--- config.mk ---
export PLATFORM = sky130hd
export DESIGN_NAME = c3rb_cell
export DESIGN_NICKNAME = d
export VERILOG_FILES = /design/src/hw/rtl/c3rb_pkg.sv /design/src/hw/rtl/c3rb_cell.sv
export SDC_FILE = /design/constraint.sdc
export NUM_CORES = 2
export LEC_CHECK = 0
export BUFFER_PORTS_ARGS = -buffer_cell sky130_fd_sc_hd__buf_2
export CAP_MARGIN = 30
export CORE_MARGIN = 5
export CORE_UTILIZATION = 55
export DETAILED_ROUTE_END_ITERATION = 16
export PLACE_DENSITY = 0.69
export SETUP_SLACK_MARGIN = 0.4
export SLEW_MARGIN = 20
export SYNTH_ARGS = -nofsm -noshare
export SYNTH_HDL_FRONTEND = slang
export SYNTH_SLANG_ARGS = --single-unit
--- constraint.sdc ---
create_clock -name clk -period 5.9 [get_ports clk]
set_clock_uncertainty 0.15 [all_clocks]
set_input_delay 0.295 -clock clk [delete_from_list [all_inputs] [get_ports clk]]
set_output_delay 0.295 -clock clk [all_outputs]
set_load 0.02 [all_outputs]
--- src/hw/rtl/c3rb_pkg.sv ---
`timescale 1ns / 1ps
// ----------------------------------------------------------------------------
// c3rb_pkg: shared types and constants of the 3x3 replicate-border convolver
// Field widths, register indexes, cell control and result record.
// ----------------------------------------------------------------------------
package c3rb_pkg;

	localparam int MAX_WIDTH_DEF  = 1024;
	localparam int PIXEL_BITS_DEF = 8;
	localparam int KERNEL_SIZE    = 3;
	localparam int COEF_BITS      = 16;
	localparam int KROW_BITS      = KERNEL_SIZE * COEF_BITS;
	localparam int LW_BITS        = 11;
	localparam int LW_RESET       = 1000;
	localparam int CONV_BITS      = 32;
	localparam int CFG_IDX_BITS   = 2;
	localparam int OUT_DEPTH      = 8;

	typedef enum logic [CFG_IDX_BITS-1:0] {
		CFG_KROW0  = 2'd0,
		CFG_KROW1  = 2'd1,
		CFG_KROW2  = 2'd2,
		CFG_LWIDTH = 2'd3
	} cfg_idx_t;

	typedef struct packed {
		logic en;
		logic fill;
	} cell_ctrl_t;

	typedef struct packed {
		logic [CONV_BITS-1:0] conv_value;
		logic                 end_of_line;
		logic                 end_of_frame;
		logic                 last_of_run;
	} res_t;

endpackage

--- src/hw/rtl/c3rb_cell.sv ---
`timescale 1ns / 1ps
// ----------------------------------------------------------------------------
// c3rb_cell: one window column of the convolver
// Holds a pixel column, passes it to its left neighbour and forms the
// weighted column sums for the current window and the once-more-shifted one.
// ----------------------------------------------------------------------------
module c3rb_cell #(
	parameter int PIXEL_BITS = c3rb_pkg::PIXEL_BITS_DEF
) (
	input  logic                                                  clk,
	input  c3rb_pkg::cell_ctrl_t                                  ctrl,
	input  logic [c3rb_pkg::KERNEL_SIZE-1:0][PIXEL_BITS-1:0]      fill_col,
	input  logic [c3rb_pkg::KERNEL_SIZE-1:0][PIXEL_BITS-1:0]      shift_col,
	input  logic [c3rb_pkg::KERNEL_SIZE-1:0][PIXEL_BITS-1:0]      nb_col,
	input  logic [c3rb_pkg::KERNEL_SIZE-1:0][c3rb_pkg::COEF_BITS-1:0] coef,
	output logic [c3rb_pkg::KERNEL_SIZE-1:0][PIXEL_BITS-1:0]      col,
	output logic [c3rb_pkg::CONV_BITS-1:0]                        sum_a,
	output logic [c3rb_pkg::CONV_BITS-1:0]                        sum_b
);

	import c3rb_pkg::*;

	logic [KERNEL_SIZE-1:0][PIXEL_BITS-1:0] col_q;
	logic signed [CONV_BITS-1:0] prod_a [KERNEL_SIZE];
	logic signed [CONV_BITS-1:0] prod_b [KERNEL_SIZE];
	logic signed [CONV_BITS-1:0] prod_a_s3 [KERNEL_SIZE];
	logic signed [CONV_BITS-1:0] prod_b_s3 [KERNEL_SIZE];
	logic [CONV_BITS-1:0] acc_a;
	logic [CONV_BITS-1:0] acc_b;
	logic [CONV_BITS-1:0] sum_a_s4;
	logic [CONV_BITS-1:0] sum_b_s4;

	always_ff @(posedge clk) begin
		if (ctrl.en) begin
			col_q <= ctrl.fill ? fill_col : shift_col;
		end
	end

	// products wrap to 32 bits like the sum
	always_comb begin
		for (int r = 0; r < KERNEL_SIZE; r++) begin
			prod_a[r] = CONV_BITS'($signed({1'b0, col_q[r]})) * CONV_BITS'($signed(coef[r]));
			prod_b[r] = CONV_BITS'($signed({1'b0, nb_col[r]})) * CONV_BITS'($signed(coef[r]));
		end
	end

	always_ff @(posedge clk) begin
		for (int r = 0; r < KERNEL_SIZE; r++) begin
			prod_a_s3[r] <= prod_a[r];
			prod_b_s3[r] <= prod_b[r];
		end
	end

	always_comb begin
		acc_a = '0;
		acc_b = '0;
		for (int r = 0; r < KERNEL_SIZE; r++) begin
			acc_a = acc_a + prod_a_s3[r];
			acc_b = acc_b + prod_b_s3[r];
		end
	end

	always_ff @(posedge clk) begin
		sum_a_s4 <= acc_a;
		sum_b_s4 <= acc_b;
	end

	assign col   = col_q;
	assign sum_a = sum_a_s4;
	assign sum_b = sum_b_s4;

endmodule

======== Yosys cells after proc, flatten, opt, wreduce, memory -nomap -nowiden ========
Memory sizes are Yosys's and may differ from the RTL's.
Index checks and enable logic that the tools add are counted.
operators by class
  add/sub/neg operators ................... 4
  multipliers ............................. 6
  muxes and demuxes ....................... 1
operators with widths
  kind              number
  $mul A9 B16 Y25   6
  $add A32 B32 Y32  4
  $mux W24          1
word-level totals
  register bits ........................... 88
  RAM bits ................................ 192
  word-level logic and storage cells ...... 18
  memories ................................ 2
memories
  name       depth  width  rd ports  clocked after Yosys merged registers in  write ports  RTL line         RTL
  prod_a_s3  3      32     3         0                                        3            c3rb_cell.sv:26  logic signed [CONV_BITS-1:0] prod_a_s3 [KERNEL_SIZE];
  prod_b_s3  3      32     3         0                                        3            c3rb_cell.sv:27  logic signed [CONV_BITS-1:0] prod_b_s3 [KERNEL_SIZE];

======== Logic depth before layout (Yosys ltp) ========
  word-level depth ........................ 2
  depth in mapped cells ................... 20
  depth with buffers taken out ............ 19

======== Worst setup path after synthesis ========
Ideal clock, no wire load.
  kind .................................... flip-flop to flip-flop
  start ................................... register col_q, in the netlist col[0]
  end ..................................... memory prod_a_s3[0][31]
  arrival time ............................ 4.899 ns
  required time ........................... 5.678 ns
  slack ................................... 0.779 ns
  stages on the path, launching flop included .. 19
  cell sequence ........................... edfxtp_1 clkbuf_1 nand2_1 fa_1 inv_1 fa_1 fa_1 inv_1 fa_1 inv_1 ha_1 o21a_1 nor2_1 nand3b_1 a31oi_1 a21o_1 or4b_1 a31oi_1 xnor2_1
RTL lines
  item                    RTL line         RTL
  from (decl)             c3rb_cell.sv:23  logic [KERNEL_SIZE-1:0][PIXEL_BITS-1:0] col_q;
  from (signal assigned)  c3rb_cell.sv:35  col_q <= ctrl.fill ? fill_col : shift_col;
  to (decl)               c3rb_cell.sv:26

==> results.yml <==
detailed_routing:
  routed_wire_length_per_instance_um: 16.32
  postRouteWirelength_um: 83530
  drcViolationCount: 0
  via_count: 26494
  postRouteAntennaNets: 0
  post_drt_via_cell_ratio: 5.177
  drt-initial-drc-count: 1443
  dr.pass1.iters: 5
timing:
  fmax_ghz: 0.1894
  setup_viol: 0
  final.min_clock_period_ns: 5.280
  slew_headroom_pct: 41.57
  slew_violations: 0
  fin_crit_sh_pct: 89.49
  final_hold_violation_count: 0
  rsz0062_at_grt: "yes"
  finalSetupTns_ns: 0
  tightestPinTransition_ns: 0.8765
  worst_slack_ns: 0.6199
floorplanning:
  placementRows: 94
  floorplan.die.width_um: 268.0
  start_util_pct: 55.60
  ios: 211
  core_mm2: 0.06586
  die_area_mm2: 0.07185
  die_height_um: 268.0
yosys:
  postSynthCellCount: 4003
  synth_async_sr_flop_share_pct: 0
  ys_seq_area_share_pct: 13.67
  synth.cell_area_mm2: 0.03662
  avgSynthCellArea_um2: 9.149
  ys_types: 79
  synth.top_cell.area_share_pct: 36.30
  synth_edf_count: 24
  synth_most_common_cell: "inv_1"
  syn_nets: 5140
  synth_area_leaders: "fa_1 36%, ha_1 12%, dfxtp_1 12%"
  synth_warnings: 0
  ys_ff_latch: 238
  synth_largest_area_cell: "fa_1"
  synth_commonest_cells: "943 x inv_1, 664 x fa_1, 423 x and2_1, 420 x nand2_1, 350 x ha_1"
  synth_top_flop_cell: "dfxtp_1"
placement:
  detailedPlacementHpwl_um: 67750
  place.port_buffers: 210
  dpl_worst_slack_ns: 0.5050
  routabilityCongestion: 0.8924
clock_network:
  ctsHtreeMaxLevel: 1
  clock-sinks: 238
  worst_skew_pair.late_latency_ns: 0.59
  clk_path_buf_depth: 3
  cts_root_buffer: "clkbuf_16"
  cts_inserted_buffers: 31
  tritoncts_clock_tree: "done"
  clkTransAtPathRegs_ns: 0.07
final_layout:
  multiInputGateArea_mm2: 0.02769
  drive_gt1_share_pct: 8.422
  fillerInstances: 5749
  storage_cell_area_mm2: 0.005005
  fin_nets: 5364
  layout-area-overhead-vs-synth_pct: 10.02
critical_path:
  cpPeakStageDelay_ns: 0.72
  rr_worst_depth: 17
  r2r_end: "prod_a_s3[0][86]"
  crit_path_cell_trace: "nand2_1 > fa_1 > fa_1 > inv_1 > fa_1 > inv_1 > fa_1 > inv_1 > ha_1 > a21oi_2 > nor4b_2 > a221oi_1 > nor2_1 > a211oi_1 > or3_1 > a31oi_1 > xnor2_1"
  timing.critical_path.slowest_stage_cell: "edfxtp_1"
  critPathCaptureType: "flip-flop"
  crit_family: "adder cells"
  worstPathBufferInverterCount: 3
  startpoint_type: "flip-flop"
  timing.critical_path.fanout_max: 17
  critical_path_class: "reg -> reg"
  critical_path_arrival_ns: 5.65
  timing.critical_path.mode_cell: "fa_1"
  worstReg2RegStart: "col[21]"
  reg_to_reg_setup_timing_slack_ns: 0.62
  cp_data_required_time_ns: 6.27
run_status:
  outcome: "finished clean"
global_routing:
  pin_count_of_the_biggest_net_entering_global_routing: 25
  globalRouteOverflowTotal: 0
  number_of_antenna_violations_at_the_first_check_in_global_routing: 5
  vias_in_the_first_global_route: 27780
  gr-usage-all-layers_pct: 23.78
  wire_length_of_the_first_global_routing_pass_um: 139700
worst_hold_path:
  timing.hold.worst_path_depth: 2
  hold_path_startpoint: "coef[0]"
  min_to: "prod_a_s3[0][0]"
  hold_path.class: "in -> reg"
flow_run:
  timing.max_cap.violations: 0
[per-stage QoR]
step / utilization [%] / cells / cell area, µm² / hold WS (ns)
finish: 61.18 / 5118 / 40290 / 0.04114
global route: 61.17 / 5116 / 40290 / 0.03667
CTS: 60.76 / 5086 / 40020 / 0.01280
detailed placement: 58.33 / 4980 / 38420 / 0.4498
global placement: 58.33 / 4980 / 38420 / 0.4489
floorplan: - / 4003 / 36620 / 0.2575
[how the worst max path moves through the flow]
stage                 start               end  slack [ns]  depth (start not counted)
global placement     col[0]  prod_a_s3[0][31]        0.57                         15
finish              col[21]  prod_a_s3[0][86]        0.62                         17
detailed placement  col[16]  prod_a_s3[0][86]        0.51                         17
global route        col[21]  prod_a_s3[0][86]        0.35                         17
floorplan            col[0]  prod_a_s3[0][31]        0.78                         18
CTS                 col[17]  prod_a_s3[0][86]        0.50                         17
[timing repair]
item / CTS / global route
endpoints found under the setup margin: 0 / 14
endpoints found under the hold margin: 26 / 0
hold buffers: 49 / 0
setup buffers: 0 / 29
gates resized for setup: 0 / 1
[placed cells by master (no fill, tap or decap), types with 7 or more instances in the layout]
cell,Yosys,routed
nand3_1,39,39
o21ai_0,63,63
o21a_1,25,25
edfxtp_1,24,24
mux2_2,25,25
inv_1,943,943
o21bai_1,25,25
clkbuf_16,0,32
nand2_1,420,420
a21oi_1,118,118
a21boi_0,9,9
xor2_1,36,36
nor3_1,34,34
buf_2,0,210
and3_1,12,12
and2_1,423,423
nor2_1,110,110
nor2b_1,17,17
buf_4,0,33
a21o_1,48,48
o21ai_1,10,10
xnor2_1,116,116
a31oi_1,10,10
inv_6,0,7
ha_1,350,350
nand4_1,8,8
a211oi_1,24,24
dlygate4sd3_1,0,49
nand2b_1,13,13
o31ai_1,7,7
fa_1,664,664
dfxtp_1,214,214
nor4_1,8,8
a211o_1,7,7
[logic make-up (layout without fill, tap and decap cells)]
group                      after synthesis  in the layout  synth area share (%)
other                                    0              3                     0
adders and majority gates             1014           1014                 48.25
muxes                                   26             26                0.7960
and+or+nand+nor                       1112           1112                 15.26
buffers and inverters                 1048           1296                 10.74
AOI/OAI and AO/OA                      413            413                 7.646
DFF                                    238            238                 13.67
xor gates and xnor gates               152            152                 3.635
[routing by layer]
layer | up-vias | share of wire (%) | GRT usage, %
li1 | 12597 | - | -
met1 | 13188 | 43 | 32.41
met2 | 608 | 49 | 41.47
met3 | 99 | 6.0 | 3.095
met4 | 2 | 2.1 | 4.476
met5 | - | 0.016 | 0
[state kept, by name (all words and copies together) (netlist names)]
name       cells
col           24
prod_a_s3     75
prod_b_s3     75
sum_a         32
sum_b         32
[area by class of cell]
cell class              count  share of cell area, %
well taps                 864                  2.683
clock buffers              40                  2.136
repair buffers            296                  4.639
inverters                 943                  8.785
multi-input cells        2717                  68.71
flip-flops and latches    238                  12.42
clock inverters            17                 0.6086
diodes                      3                0.01863
Power is left out: the tool's default activity adds up to more than one toggle a clock period on the data nets, which glitch-free logic cannot reach.
